==> src/assert_macros.svh <==
// assertion helpers for the sequencer
`ifndef ASSERT_MACROS_SVH
`define ASSERT_MACROS_SVH

// expression holds at every clock edge out of reset
`define ASSERT_ALWAYS(lbl, expr, msg) \
	lbl: assert property (@(posedge clk) disable iff (!arst_n) (expr)) else $error(msg);

// antecedent implies consequent in the same cycle
`define ASSERT_IMPLY(lbl, ante, cons, msg) \
	lbl: assert property (@(posedge clk) disable iff (!arst_n) (ante) |-> (cons)) else $error(msg);

// antecedent implies consequent in the next cycle
`define ASSERT_NEXT(lbl, ante, cons, msg) \
	lbl: assert property (@(posedge clk) disable iff (!arst_n) (ante) |=> (cons)) else $error(msg);

`endif

==> src/spifcs_pkg.sv <==
package spifcs_pkg;

	localparam int MAX_RES = 7;
	localparam int CNT_W = 3;

	localparam logic [7:0] DUMMY_BYTE = 8'hA5;
	localparam int WIP_BIT = 0;

	typedef enum logic [3:0] {
		OP_READ_ID     = 4'd0,
		OP_READ_START  = 4'd1,
		OP_READ_BYTE   = 4'd2,
		OP_WRITE_START = 4'd3,
		OP_WRITE_BYTE  = 4'd4,
		OP_SECTOR_ERASE = 4'd5,
		OP_BLOCK_ERASE = 4'd6,
		OP_CHIP_ERASE  = 4'd7,
		OP_STATUS      = 4'd8
	} op_t;

	typedef enum logic [1:0] {
		PH_IDLE  = 2'd0,
		PH_READ  = 2'd1,
		PH_WRITE = 2'd2,
		PH_POLL  = 2'd3
	} phase_t;

	localparam logic [1:0] RX_IGNORE = 2'd0;
	localparam logic [1:0] RX_DATA   = 2'd1;
	localparam logic [1:0] RX_STATUS = 2'd2;

	localparam logic [2:0] REG_WREN    = 3'd0;
	localparam logic [2:0] REG_RDSR    = 3'd1;
	localparam logic [2:0] REG_PP      = 3'd2;
	localparam logic [2:0] REG_READ    = 3'd3;
	localparam logic [2:0] REG_SE      = 3'd4;
	localparam logic [2:0] REG_BE      = 3'd5;
	localparam logic [2:0] REG_CE      = 3'd6;
	localparam logic [2:0] REG_RDID    = 3'd7;

	typedef struct packed {
		logic [7:0] op_write_enable;
		logic [7:0] op_read_status;
		logic [7:0] op_page_program;
		logic [7:0] op_read_data;
		logic [7:0] op_sector_erase;
		logic [7:0] op_block_erase;
		logic [7:0] op_chip_erase;
		logic [7:0] op_read_ident;
	} cfg_t;

	typedef struct packed {
		logic [7:0] tx_byte;
		logic       select_end;
		logic       release_only;
		logic [1:0] rx_use;
		logic       op_done;
		logic       rejected;
	} result_t;

	typedef struct packed {
		logic [CNT_W-1:0]          count;
		result_t [MAX_RES-1:0]     entry;
	} frame_t;

	function automatic result_t mk_res(input logic [7:0] tx, input logic se,
		input logic rel, input logic [1:0] rx, input logic done);
		result_t r;
		r.tx_byte      = tx;
		r.select_end   = se;
		r.release_only = rel;
		r.rx_use       = rx;
		r.op_done      = done;
		r.rejected     = 1'b0;
		return r;
	endfunction

endpackage

==> src/spifcs_frame.sv <==
module spifcs_frame #(
	parameter int PAGE_SIZE = 256
) (
	input  logic                clk,
	input  logic                arst_n,
	input  logic                take,
	input  logic [3:0]          operation,
	input  logic [23:0]         address,
	input  logic [15:0]         length,
	input  logic [7:0]          data,
	input  spifcs_pkg::cfg_t    cfg,
	output spifcs_pkg::frame_t  frame
);

	localparam int PB = $clog2(PAGE_SIZE);

	spifcs_pkg::phase_t phase_q, phase_d;
	logic [23:0] addr_q, addr_d;
	logic [15:0] rem_q, rem_d;
	logic        poll_wr_q, poll_wr_d;

	logic [23:0] addr_inc;
	logic [15:0] rem_dec;
	logic        page_end;

	assign addr_inc = addr_q + 24'd1;
	assign rem_dec  = rem_q - 16'd1;
	assign page_end = (rem_dec == 16'd0) || (addr_inc[PB-1:0] == '0);

	always_comb begin
		frame     = '0;
		phase_d   = phase_q;
		addr_d    = addr_q;
		rem_d     = rem_q;
		poll_wr_d = poll_wr_q;
		case (operation)
			spifcs_pkg::OP_READ_ID: begin
				if (phase_q == spifcs_pkg::PH_IDLE) begin
					frame.count = 3'd4;
					frame.entry[0] = spifcs_pkg::mk_res(cfg.op_read_ident, 1'b0, 1'b0,
						spifcs_pkg::RX_IGNORE, 1'b0);
					frame.entry[1] = spifcs_pkg::mk_res(spifcs_pkg::DUMMY_BYTE, 1'b0, 1'b0,
						spifcs_pkg::RX_DATA, 1'b0);
					frame.entry[2] = frame.entry[1];
					frame.entry[3] = spifcs_pkg::mk_res(spifcs_pkg::DUMMY_BYTE, 1'b1, 1'b0,
						spifcs_pkg::RX_DATA, 1'b0);
				end
			end
			spifcs_pkg::OP_READ_START: begin
				if (phase_q == spifcs_pkg::PH_IDLE) begin
					frame.count = 3'd4;
					frame.entry[0] = spifcs_pkg::mk_res(cfg.op_read_data, 1'b0, 1'b0,
						spifcs_pkg::RX_IGNORE, 1'b0);
					frame.entry[1] = spifcs_pkg::mk_res(address[23:16], 1'b0, 1'b0,
						spifcs_pkg::RX_IGNORE, 1'b0);
					frame.entry[2] = spifcs_pkg::mk_res(address[15:8], 1'b0, 1'b0,
						spifcs_pkg::RX_IGNORE, 1'b0);
					frame.entry[3] = spifcs_pkg::mk_res(address[7:0], length == 16'd0, 1'b0,
						spifcs_pkg::RX_IGNORE, 1'b0);
					if (length != 16'd0) begin
						addr_d  = address;
						rem_d   = length;
						phase_d = spifcs_pkg::PH_READ;
					end
				end
			end
			spifcs_pkg::OP_READ_BYTE: begin
				if (phase_q == spifcs_pkg::PH_READ) begin
					frame.count = 3'd1;
					frame.entry[0] = spifcs_pkg::mk_res(spifcs_pkg::DUMMY_BYTE,
						rem_dec == 16'd0, 1'b0, spifcs_pkg::RX_DATA, 1'b0);
					rem_d  = rem_dec;
					addr_d = addr_inc;
					if (rem_dec == 16'd0) begin
						phase_d = spifcs_pkg::PH_IDLE;
					end
				end
			end
			spifcs_pkg::OP_WRITE_START: begin
				if (phase_q == spifcs_pkg::PH_IDLE) begin
					if (length == 16'd0) begin
						frame.count = 3'd1;
						frame.entry[0] = spifcs_pkg::mk_res(8'd0, 1'b1, 1'b1,
							spifcs_pkg::RX_IGNORE, 1'b1);
					end else begin
						frame.count = 3'd5;
						frame.entry[0] = spifcs_pkg::mk_res(cfg.op_write_enable, 1'b1, 1'b0,
							spifcs_pkg::RX_IGNORE, 1'b0);
						frame.entry[1] = spifcs_pkg::mk_res(cfg.op_page_program, 1'b0, 1'b0,
							spifcs_pkg::RX_IGNORE, 1'b0);
						frame.entry[2] = spifcs_pkg::mk_res(address[23:16], 1'b0, 1'b0,
							spifcs_pkg::RX_IGNORE, 1'b0);
						frame.entry[3] = spifcs_pkg::mk_res(address[15:8], 1'b0, 1'b0,
							spifcs_pkg::RX_IGNORE, 1'b0);
						frame.entry[4] = spifcs_pkg::mk_res(address[7:0], 1'b0, 1'b0,
							spifcs_pkg::RX_IGNORE, 1'b0);
						addr_d  = address;
						rem_d   = length;
						phase_d = spifcs_pkg::PH_WRITE;
					end
				end
			end
			spifcs_pkg::OP_WRITE_BYTE: begin
				if (phase_q == spifcs_pkg::PH_WRITE) begin
					frame.count = page_end ? 3'd3 : 3'd1;
					frame.entry[0] = spifcs_pkg::mk_res(data, page_end, 1'b0,
						spifcs_pkg::RX_IGNORE, 1'b0);
					frame.entry[1] = spifcs_pkg::mk_res(cfg.op_read_status, 1'b0, 1'b0,
						spifcs_pkg::RX_IGNORE, 1'b0);
					frame.entry[2] = spifcs_pkg::mk_res(spifcs_pkg::DUMMY_BYTE, 1'b0, 1'b0,
						spifcs_pkg::RX_STATUS, 1'b0);
					rem_d  = rem_dec;
					addr_d = addr_inc;
					if (page_end) begin
						poll_wr_d = 1'b1;
						phase_d   = spifcs_pkg::PH_POLL;
					end
				end
			end
			spifcs_pkg::OP_SECTOR_ERASE, spifcs_pkg::OP_BLOCK_ERASE: begin
				if (phase_q == spifcs_pkg::PH_IDLE) begin
					frame.count = 3'd7;
					frame.entry[0] = spifcs_pkg::mk_res(cfg.op_write_enable, 1'b1, 1'b0,
						spifcs_pkg::RX_IGNORE, 1'b0);
					frame.entry[1] = spifcs_pkg::mk_res(
						(operation == spifcs_pkg::OP_SECTOR_ERASE) ?
						cfg.op_sector_erase : cfg.op_block_erase,
						1'b0, 1'b0, spifcs_pkg::RX_IGNORE, 1'b0);
					frame.entry[2] = spifcs_pkg::mk_res(address[23:16], 1'b0, 1'b0,
						spifcs_pkg::RX_IGNORE, 1'b0);
					frame.entry[3] = spifcs_pkg::mk_res(address[15:8], 1'b0, 1'b0,
						spifcs_pkg::RX_IGNORE, 1'b0);
					frame.entry[4] = spifcs_pkg::mk_res(address[7:0], 1'b1, 1'b0,
						spifcs_pkg::RX_IGNORE, 1'b0);
					frame.entry[5] = spifcs_pkg::mk_res(cfg.op_read_status, 1'b0, 1'b0,
						spifcs_pkg::RX_IGNORE, 1'b0);
					frame.entry[6] = spifcs_pkg::mk_res(spifcs_pkg::DUMMY_BYTE, 1'b0, 1'b0,
						spifcs_pkg::RX_STATUS, 1'b0);
					poll_wr_d = 1'b0;
					phase_d   = spifcs_pkg::PH_POLL;
				end
			end
			spifcs_pkg::OP_CHIP_ERASE: begin
				if (phase_q == spifcs_pkg::PH_IDLE) begin
					frame.count = 3'd4;
					frame.entry[0] = spifcs_pkg::mk_res(cfg.op_write_enable, 1'b1, 1'b0,
						spifcs_pkg::RX_IGNORE, 1'b0);
					frame.entry[1] = spifcs_pkg::mk_res(cfg.op_chip_erase, 1'b1, 1'b0,
						spifcs_pkg::RX_IGNORE, 1'b0);
					frame.entry[2] = spifcs_pkg::mk_res(cfg.op_read_status, 1'b0, 1'b0,
						spifcs_pkg::RX_IGNORE, 1'b0);
					frame.entry[3] = spifcs_pkg::mk_res(spifcs_pkg::DUMMY_BYTE, 1'b0, 1'b0,
						spifcs_pkg::RX_STATUS, 1'b0);
					poll_wr_d = 1'b0;
					phase_d   = spifcs_pkg::PH_POLL;
				end
			end
			spifcs_pkg::OP_STATUS: begin
				if (phase_q == spifcs_pkg::PH_POLL) begin
					if (data[spifcs_pkg::WIP_BIT]) begin
						frame.count = 3'd1;
						frame.entry[0] = spifcs_pkg::mk_res(spifcs_pkg::DUMMY_BYTE, 1'b0,
							1'b0, spifcs_pkg::RX_STATUS, 1'b0);
					end else if (poll_wr_q && rem_q != 16'd0) begin
						// release, then open the next page frame
						frame.count = 3'd6;
						frame.entry[0] = spifcs_pkg::mk_res(8'd0, 1'b1, 1'b1,
							spifcs_pkg::RX_IGNORE, 1'b0);
						frame.entry[1] = spifcs_pkg::mk_res(cfg.op_write_enable, 1'b1, 1'b0,
							spifcs_pkg::RX_IGNORE, 1'b0);
						frame.entry[2] = spifcs_pkg::mk_res(cfg.op_page_program, 1'b0, 1'b0,
							spifcs_pkg::RX_IGNORE, 1'b0);
						frame.entry[3] = spifcs_pkg::mk_res(addr_q[23:16], 1'b0, 1'b0,
							spifcs_pkg::RX_IGNORE, 1'b0);
						frame.entry[4] = spifcs_pkg::mk_res(addr_q[15:8], 1'b0, 1'b0,
							spifcs_pkg::RX_IGNORE, 1'b0);
						frame.entry[5] = spifcs_pkg::mk_res(addr_q[7:0], 1'b0, 1'b0,
							spifcs_pkg::RX_IGNORE, 1'b0);
						phase_d = spifcs_pkg::PH_WRITE;
					end else begin
						frame.count = 3'd1;
						frame.entry[0] = spifcs_pkg::mk_res(8'd0, 1'b1, 1'b1,
							spifcs_pkg::RX_IGNORE, 1'b1);
						phase_d = spifcs_pkg::PH_IDLE;
					end
				end
			end
			default: begin
			end
		endcase
		// anything not valid in this phase
		if (frame.count == '0) begin
			frame.count = 3'd1;
			frame.entry[0].rejected = 1'b1;
		end
	end

	always_ff @(posedge clk or negedge arst_n) begin
		if (!arst_n) begin
			phase_q   <= spifcs_pkg::PH_IDLE;
			addr_q    <= '0;
			rem_q     <= '0;
			poll_wr_q <= 1'b0;
		end else if (take) begin
			phase_q   <= phase_d;
			addr_q    <= addr_d;
			rem_q     <= rem_d;
			poll_wr_q <= poll_wr_d;
		end
	end

endmodule

==> src/spi_flash_command_sequencer_core.sv <==
// spi flash command sequencer
// request channel: in_valid/in_ready with operation, address, length and data.
// each request is turned into one to seven bus byte results, sent in bus order
// on out_valid/out_ready: tx_byte, select_end, release_only, rx_use, op_done,
// rejected, and last on the final result of the request.
// status bytes read back while polling return as status reply requests.
// latency: first result is valid the cycle after the request transaction.
// throughput: one result per cycle while out_ready is high, as the single-entry
// output frame register and its read index set that rate. a request is taken
// in the same cycle as the last result of the previous one leaves. opcodes are
// set through cfg_write/cfg_index/cfg_data; the user must do so only while idle,
// as the block itself does not enforce it.
// reset: phase idle, counters cleared, opcodes at their defaults, no result.
// a stalled receiver holds the current result; once the frame register is
// full, in_ready stays low until its last result is taken.
`include "assert_macros.svh"

module spi_flash_command_sequencer_core #(
	parameter int PAGE_SIZE = 256
) (
	input  logic        clk,
	input  logic        arst_n,
	input  logic        in_valid,
	output logic        in_ready,
	input  logic [3:0]  operation,
	input  logic [23:0] address,
	input  logic [15:0] length,
	input  logic [7:0]  data,
	output logic        out_valid,
	input  logic        out_ready,
	output logic [7:0]  tx_byte,
	output logic        select_end,
	output logic        release_only,
	output logic [1:0]  rx_use,
	output logic        op_done,
	output logic        rejected,
	output logic        last,
	input  logic        cfg_write,
	input  logic [2:0]  cfg_index,
	input  logic [7:0]  cfg_data
);

	spifcs_pkg::cfg_t   cfg_q;
	spifcs_pkg::frame_t frame_d;
	spifcs_pkg::frame_t frame_s1;
	spifcs_pkg::result_t cur;
	logic [spifcs_pkg::CNT_W-1:0] idx_q;
	logic busy_q;
	logic take;
	logic out_fire;
	logic frame_done;

	always_ff @(posedge clk or negedge arst_n) begin
		if (!arst_n) begin
			cfg_q.op_write_enable <= 8'd6;
			cfg_q.op_read_status  <= 8'd5;
			cfg_q.op_page_program <= 8'd2;
			cfg_q.op_read_data    <= 8'd3;
			cfg_q.op_sector_erase <= 8'd32;
			cfg_q.op_block_erase  <= 8'd216;
			cfg_q.op_chip_erase   <= 8'd199;
			cfg_q.op_read_ident   <= 8'd159;
		end else if (cfg_write) begin
			case (cfg_index)
				spifcs_pkg::REG_WREN: cfg_q.op_write_enable <= cfg_data;
				spifcs_pkg::REG_RDSR: cfg_q.op_read_status  <= cfg_data;
				spifcs_pkg::REG_PP:   cfg_q.op_page_program <= cfg_data;
				spifcs_pkg::REG_READ: cfg_q.op_read_data    <= cfg_data;
				spifcs_pkg::REG_SE:   cfg_q.op_sector_erase <= cfg_data;
				spifcs_pkg::REG_BE:   cfg_q.op_block_erase  <= cfg_data;
				spifcs_pkg::REG_CE:   cfg_q.op_chip_erase   <= cfg_data;
				spifcs_pkg::REG_RDID: cfg_q.op_read_ident   <= cfg_data;
				default: begin
				end
			endcase
		end
	end

	spifcs_frame #(
		.PAGE_SIZE(PAGE_SIZE)
	) u_frame (
		.clk       (clk),
		.arst_n    (arst_n),
		.take      (take),
		.operation (operation),
		.address   (address),
		.length    (length),
		.data      (data),
		.cfg       (cfg_q),
		.frame     (frame_d)
	);

	assign cur        = frame_s1.entry[idx_q];
	assign last       = (idx_q == frame_s1.count - 3'd1);
	assign out_valid  = busy_q;
	assign out_fire   = busy_q && out_ready;
	assign frame_done = out_fire && last;
	assign in_ready   = !busy_q || frame_done;
	assign take       = in_valid && in_ready;

	assign tx_byte      = cur.tx_byte;
	assign select_end   = cur.select_end;
	assign release_only = cur.release_only;
	assign rx_use       = cur.rx_use;
	assign op_done      = cur.op_done;
	assign rejected     = cur.rejected;

	always_ff @(posedge clk or negedge arst_n) begin
		if (!arst_n) begin
			busy_q <= 1'b0;
			idx_q  <= '0;
		end else if (take) begin
			busy_q <= 1'b1;
			idx_q  <= '0;
		end else if (frame_done) begin
			busy_q <= 1'b0;
		end else if (out_fire) begin
			idx_q <= idx_q + 3'd1;
		end
	end

	always_ff @(posedge clk) begin
		if (take) begin
			frame_s1 <= frame_d;
		end
	end

	`ASSERT_IMPLY(a_idx_in_frame, busy_q,
		(frame_s1.count != 3'd0) && (idx_q < frame_s1.count), "read index beyond frame")
	`ASSERT_NEXT(a_take_loads, take, busy_q && (idx_q == 3'd0), "request not loaded")
	`ASSERT_IMPLY(a_reject_alone, out_valid && rejected,
		last && (idx_q == 3'd0) && (tx_byte == 8'd0), "rejection not a lone result")
	`ASSERT_IMPLY(a_release_form, out_valid && release_only,
		select_end && (tx_byte == 8'd0) && last == (op_done || last), "bad release result")
	`ASSERT_NEXT(a_stall_holds, out_valid && !out_ready, out_valid && $stable(idx_q),
		"result moved under stall")

endmodule

==> config.mk <==
export PLATFORM = sky130hd
export DESIGN_NAME = spi_flash_command_sequencer_core
export DESIGN_NICKNAME = d
export VERILOG_FILES = /design/src/spifcs_pkg.sv /design/src/spifcs_frame.sv /design/src/spi_flash_command_sequencer_core.sv
export VERILOG_INCLUDE_DIRS = /design/src /design/src/src
export SDC_FILE = /design/constraint.sdc
export NUM_CORES = 1
export LEC_CHECK = 0
export BUFFER_PORTS_ARGS = -buffer_cell sky130_fd_sc_hd__buf_2
export CAP_MARGIN = 5
export CELL_PAD_IN_SITES_DETAIL_PLACEMENT = 0
export CELL_PAD_IN_SITES_GLOBAL_PLACEMENT = 1
export CORE_MARGIN = 2
export CORE_UTILIZATION = 44
export CTS_CLUSTER_DIAMETER = 30
export DETAILED_ROUTE_END_ITERATION = 7
export PLACE_DENSITY = 0.82
export SLEW_MARGIN = 40
export SYNTH_ARGS = -nofsm -noshare
export SYNTH_HDL_FRONTEND = slang
export SYNTH_HIERARCHICAL = 1
export SYNTH_SLANG_ARGS = --single-unit
==> constraint.sdc <==
create_clock -name clk -period 14.1 [get_ports clk]
set_input_delay 2.82 -clock clk [delete_from_list [all_inputs] [get_ports clk]]
set_output_delay 2.82 -clock clk [all_outputs]
set_load 0.005 [all_outputs]
# --- Word-level counts from Yosys, hierarchy flattened ---
# Cells that the tools add are included.
# Widths: inputs -> output; s select.
op_classes:
  add_sub_neg: 4
  magnitude_cmp: 1
  n_eq_ne: 31
  n_mux: 68
  reduce_logical: 36
op_table:
  columns: ["op", "count"]
  rows:
  - ["$mux 56", 4]
  - ["$mux 70", 3]
  - ["$pmux 28 s7", 1]
  - ["$mux 24", 6]
  - ["$pmux 14 s8", 1]
  - ["$mux 101", 1]
  - ["$mux 16", 6]
  - ["$pmux 24 s4", 1]
  - ["$mux 84", 1]
  - ["$pmux 14 s6", 1]
  - ["$pmux 16 s4", 1]
  - ["$mux 14", 4]
  - ["$bmux 14 s3", 1]
  - ["$mux 42", 1]
  - ["$pmux 14 s3", 1]
  - ["$logic_not 16->1", 2]
  - ["$reduce_bool 16->1", 2]
  - ["$mux 3", 10]
  - ["$mux 2", 14]
  - ["$pmux 14 s2", 1]
  - ["$add 24x1->24 const B", 1]
  - ["$ne 2x1->1 const B", 9]
  - ["$pmux 3 s6", 1]
  - ["$reduce_and 2->1", 9]
  - ["34 further kinds", 58]
word_totals:
  register_bits: 212
  in_bits: 68
  output_inout_bits: 17
  elab_cells: 197

# --- Longest topological paths before layout ---
depth:
  depth_word: 7
  mapped_depth: 11

# --- Modules after synthesis ---
# Netlist, hierarchy kept.
by_module_without_submodules:
  columns: ["module", "instances", "cells_each", "area_per_inst_um2", "seq_area_each_um2"]
  rows:
  - ["spi_flash_command_sequencer_core", 1, 362, 6613.8, 4763.3]
  - ["spifcs_frame", 1, 612, 4516.8, 1076.0]

# --- Worst setup path before layout ---
# No wires, ideal clock.
synth_timing:
  path_type: "input-to-reg"
  start: "input out_ready"
  end: "register u_frame.phase_q[1]"
  arrival_ps: 12540
  required_time_ps: 13975
  setup_slack_ps: 1435
  cell_stages: 6
  n_path_buf: 0
  cell_sequence: "nand4_1 a21boi_0 o21ai_1 a221oi_1 o41ai_4 mux2_4"
synth_via:
  elab_chain_len: 5
synth_lines:
  columns: ["item", "line_no", "source"]
  rows:
  - ["start, declared", "spi_flash_command_sequencer_core.sv:30", "input logic out_ready,"]
  - ["$logic_and 1x1->1", "spi_flash_command_sequencer_core.sv:96", "assign out_fire = busy_q && out_ready;"]
  - ["$logic_and 1x1->1", "spi_flash_command_sequencer_core.sv:97", "assign frame_done = out_fire && last;"]
  - ["$logic_or 1x1->1", "spi_flash_command_sequencer_core.sv:98", "assign in_ready = !busy_q || frame_done;"]
  - ["$logic_and 1x1->1", "spi_flash_command_sequencer_core.sv:99", "assign take = in_valid && in_ready;"]
  - ["named net take", "spi_flash_command_sequencer_core.sv:49", "logic take;"]
  - ["$reduce_and 13->1 (no source line)", null, null]
  - ["end signal, assigned", "spifcs_frame.sv:200", "phase_q <= spifcs_pkg::PH_IDLE;"]
  - ["end signal, assigned", "spifcs_frame.sv:205", "phase_q <= phase_d;"]
  - ["end, declared", "spifcs_frame.sv:17", "spifcs_pkg::phase_t phase_q, phase_d;"]
# The timed path passes the listed nets, and every way through them passes these cells.
# A chain may end at the register's enable or synchronous reset.

# --- Final worst setup path ---
layout_timing:
  start: "input out_ready"
  end: "output in_ready"
layout_via:
  elab_chain_len: 3
layout_lines:
  columns: ["item", "line_no", "source"]
  rows:
  - ["$logic_and 1x1->1", "spi_flash_command_sequencer_core.sv:96", null]
  - ["$logic_and 1x1->1", "spi_flash_command_sequencer_core.sv:97", null]
  - ["$logic_or 1x1->1", "spi_flash_command_sequencer_core.sv:98", null]
  - ["end, declared", "spi_flash_command_sequencer_core.sv:24", "output logic in_ready,"]
# Every way passes these cells.

==> run_summary.xml <==
<?xml version="1.0" encoding="UTF-8"?>
<metrics>
  <group name="yosys">
    <metric name="number_of_enable_type_register_cells_in_the_synthesized_netlist" unit="">101</metric>
    <metric name="postSynth.asyncResetShare" unit="">0.524</metric>
    <metric name="synthesis.area" unit="mm2">0.0111</metric>
    <metric name="synth_sequential_area_ratio" unit="">0.525</metric>
    <metric name="postSynthRegisterBits" unit="">212</metric>
    <metric name="postSynth.topFlopCell" unit="">edfxtp_1</metric>
    <metric name="ys.warnings.count" unit="">6</metric>
    <metric name="post_synth_num_cell_types" unit="">83</metric>
    <metric name="syn-instance-count" unit="">974</metric>
    <metric name="syn_area_per_cell" unit="um2">11.4</metric>
  </group>
  <group name="layout">
    <metric name="number_of_nets_in_the_finished_design" unit="">1123</metric>
    <metric name="final_layout_size_suffix_gt1_frac" unit="">0.289</metric>
    <metric name="num_antenna_cells" unit="">0</metric>
    <metric name="syn2layout_area_growth" unit="%">19.6</metric>
    <metric name="n_fill_cell" unit="">2124</metric>
  </group>
  <group name="die">
    <metric name="core-area" unit="mm2">0.0250</metric>
    <metric name="die-area" unit="mm2">0.0266</metric>
    <metric name="chipWidth" unit="um">163</metric>
    <metric name="placementRows" unit="">58</metric>
    <metric name="boundaryPins" unit="">85</metric>
    <metric name="start_util" unit="">0.445</metric>
    <metric name="die_h" unit="um">163</metric>
  </group>
  <group name="worst_setup_path">
    <metric name="worst-endpoint-required" unit="ns">11.28</metric>
    <metric name="arrival" unit="ns">3.41</metric>
    <metric name="r2r_depth" unit="">9</metric>
    <metric name="worstSetupPathType" unit="">input pin to output pin</metric>
    <metric name="worst-path-stages" unit="">4</metric>
    <metric name="cpPeakStageDelay" unit="ns">0.19</metric>
    <metric name="critPathBufInv" unit="">2</metric>
    <metric name="crit_family" unit="">simple AND/OR/NAND/NOR gates</metric>
    <metric name="timing.critical_path.fanout_max" unit="">6</metric>
    <metric name="worstSetupStartpointType" unit="">input pin</metric>
    <metric name="crit_path_top_delay_cell" unit="">nand4_1</metric>
    <metric name="cp_common_cell" unit="">buf_2</metric>
    <metric name="endpoint_kind" unit="">output pin</metric>
    <metric name="crit_chain" unit="">buf_2, nand4_1, nand2_1, buf_2</metric>
    <metric name="ff2ff_setup_slack" unit="ns">10.52</metric>
  </group>
  <group name="clock_tree">
    <metric name="root_buffer" unit="">clkbuf_16</metric>
    <metric name="cts-root-to-sink-buffers" unit="">3</metric>
    <metric name="postCtsSetupBuffers" unit="">0</metric>
    <metric name="cts_sinks" unit="">212</metric>
    <metric name="cts_tree" unit="">built</metric>
    <metric name="cts_made_buffers" unit="">47</metric>
    <metric name="path_clk_slew" unit="ns">0.05</metric>
    <metric name="clock_latency_at_the_later_pin_of_the_worst_skew_pair" unit="ns">0.54</metric>
    <metric name="htree_num_levels" unit="">2</metric>
    <metric name="cts_repair_resize_count" unit="">0</metric>
    <metric name="holdBufCountCts" unit="">0</metric>
  </group>
  <group name="timing">
    <metric name="post_route_hold_slack" unit="ns">0.504</metric>
    <metric name="slew_violations" unit="">0</metric>
    <metric name="setup_tns" unit="ns">0</metric>
    <metric name="report.final.setup_viol" unit="">0</metric>
    <metric name="post-route-period-util" unit="">0.442</metric>
    <metric name="fmaxAchievable" unit="MHz">161</metric>
    <metric name="worstMarginPinSlew" unit="ns">0.803</metric>
    <metric name="timing.max_slew.rel_slack" unit="">0.462</metric>
    <metric name="setup_repair_after_global_routing_missed_its_margin" unit="">no</metric>
    <metric name="timing.clock.skew" unit="ns">0.0190</metric>
    <metric name="timing.final.crit_period" unit="ns">6.23</metric>
    <metric name="timing_hold_violations_final" unit="">0</metric>
  </group>
  <group name="global_routing">
    <metric name="antenna_found_initial" unit="">0</metric>
    <metric name="vias_in_the_first_global_route" unit="">7946</metric>
    <metric name="grt_max_degree" unit="">88</metric>
    <metric name="grt_pass1_wl" unit="um">46000</metric>
    <metric name="gr-total-overflow" unit="">0</metric>
    <metric name="groute.usage.overall" unit="">0.225</metric>
  </group>
  <group name="drt">
    <metric name="met2RoutedLength" unit="um">13200</metric>
    <metric name="detail_route.iter0.violations" unit="">914</metric>
    <metric name="postRouteAntennaNets" unit="">0</metric>
    <metric name="top_layer" unit="">met4</metric>
    <metric name="drt-pass1-iter-count" unit="">8</metric>
    <metric name="met3_length" unit="um">2500</metric>
    <metric name="drc" unit="">0</metric>
    <metric name="route.vias.total" unit="">8462</metric>
    <metric name="route.final.wire_length" unit="um">29700</metric>
    <metric name="wl_per_cell" unit="um">21.0</metric>
    <metric name="wl_met1" unit="um">13300</metric>
    <metric name="drt-vias-per-instance" unit="">5.97</metric>
  </group>
  <group name="power_and_ir_drop">
    <metric name="power.leakage" unit="uW">0.00531</metric>
    <metric name="vdd_ir_drop_max" unit="uV">140</metric>
    <metric name="power_density_over_cell_area" unit="mW/mm2">200</metric>
  </group>
  <group name="hold_path">
    <metric name="hold_path_depth" unit="">1</metric>
    <metric name="worstHoldPathType" unit="">register to register</metric>
  </group>
  <group name="place">
    <metric name="io_buffer_count" unit="">84</metric>
    <metric name="place_hpwl" unit="um">19800</metric>
    <metric name="gpl.final_weighted_congestion" unit="">0.839</metric>
  </group>
  <group name="job">
    <metric name="drv.max_cap_violation_count" unit="">0</metric>
  </group>
  <group name="run_status">
    <metric name="run_status" unit="">completed</metric>
  </group>
</metrics>
## Yosys cell counts (all sizes together) (3+ instances only)
cell type	count	share of area
nor3b	5	0.0043
o211ai	5	0.0034
nor2b	7	0.0039
or2	5	0.0028
mux2i	26	0.023
mux2	65	0.066
and2	3	0.0017
a2bb2oi	21	0.017
nor2	51	0.017
nand4b	4	0.0031
and3	8	0.0049
a221o	8	0.0072
a222oi	20	0.018
nor4	11	0.0075
a22o	18	0.014
nand4	13	0.0073
dfrtp	88	0.20
nand2	76	0.026
a221oi	11	0.0087
clkbuf	31	0.010
a31oi	7	0.0039
o22ai	8	0.0045
dfstp	23	0.054
nand3	30	0.013
a22oi	8	0.0054
xor2	3	0.0024
nand2b	8	0.0052
ha	5	0.0056
edfxtp	101	0.27
or3	3	0.0017
a21oi	74	0.034
o21ai	57	0.026
a21o	4	0.0027
inv	23	0.0078
o22a	4	0.0031
nor3	21	0.011
buf	68	0.040
a211oi	3	0.0025
mux4	14	0.028
## cell usage in the layout, fill, tap and decap left out, types with 9 or more instances in the layout
cell type	n
o21ai_0	34
buf_2	83
nand3_1	30
dfstp_2	23
mux4_2	14
a21oi_1	71
nand4_1	13
edfxtp_1	101
o21ai_1	23
nor3_1	17
buf_4	10
a22o_1	18
clkbuf_16	49
mux2_2	64
a221oi_1	11
inv_1	22
nand2_1	76
mux2i_1	26
conb_1	31
clkinv_2	9
dfrtp_1	86
a2bb2oi_1	21
a222oi_1	20
nor2_1	48
nor4_1	10
## cell type report
cell class,instances,area (um2),area share
Clock buffer,55,1280,0.0960
Clock inverter,32,363,0.0272
Inverter,24,90.1,0.00677
Multi-Input combinational cell,669,4800,0.361
Sequential cell,212,5840,0.439
Tap cell,330,413,0.0310
Timing Repair Buffer,96,528,0.0397
## state kept, by name, summed over array words and instances, names as in the netlist
signal	count
u_frame/poll_wr_q	1
cfg_q	64
idx_q	3
frame_s1	101
u_frame/addr_q	24
u_frame/rem_q	16
out_valid	1
u_frame/phase_q	2
## final timing paths
| path | start | end |
|---|---|---|
| max | out_ready | in_ready |
| min | cfg_q[28] | cfg_q[28] |
| max reg2reg | idx_q[0] | u_frame/addr_q[23] |
| min reg2reg | cfg_q[28] | cfg_q[28] |
| max in group asynchronous | arst_n | u_frame/rem_q[15] |
| min in group asynchronous | arst_n | cfg_q[36] |
## cell families (layout without fill, tap and decap cells)
family | after synthesis | count (layout) | share of synthesized area
AOI/OAI and AO/OA | 268 | 268 | 0.168
other | 1 | 31 | 0.000337
xor gates and xnor gates | 5 | 5 | 0.00517
DFF | 212 | 212 | 0.525
adders and majority gates | 5 | 5 | 0.00562
and+or+nand+nor | 255 | 255 | 0.119
buffers and inverters | 123 | 207 | 0.0588
muxes | 105 | 105 | 0.118
## power breakdown
part	switching, uW	internal, uW	total (uW)
combinational	311	263	574
sequential	150	818	968
clock	357	760	1120
total	818	1840	2660
## worst reg2reg max path, stage by stage (launching register included)
cell	delay, ns
dfrtp_2	0.33
buf_4	0.49
xor2_1	0.39
nand4_1	0.27
a21boi_4	0.60
o21ai_1	0.33
a21oi_4	0.56
buf_8	0.27
o21a_1	0.16
o22a_1	0.12
## per-stage QoR
stage | util | power, uW | worst slack (ns) | instance area, um2 | std cells
after detailed placement | 0.466 | 1540 | 7.86 | 11700 | 1331
after floorplan | - | 1360 | 1.44 | 11200 | 1004
after CTS | 0.532 | 2670 | 7.86 | 13300 | 1418
after global placement | 0.465 | 1530 | 7.87 | 11600 | 1330
after global routing | 0.532 | 2780 | 7.80 | 13300 | 1418
final | 0.532 | 2660 | 7.87 | 13300 | 1418
## routing by layer
layer	global-route usage	vias to the layer above
met5	0	-
met4	0.0660	0
met3	0.0452	57
met2	0.329	378
met1	0.339	4179
li1	-	3848
(Power assumes the default switching activity.)
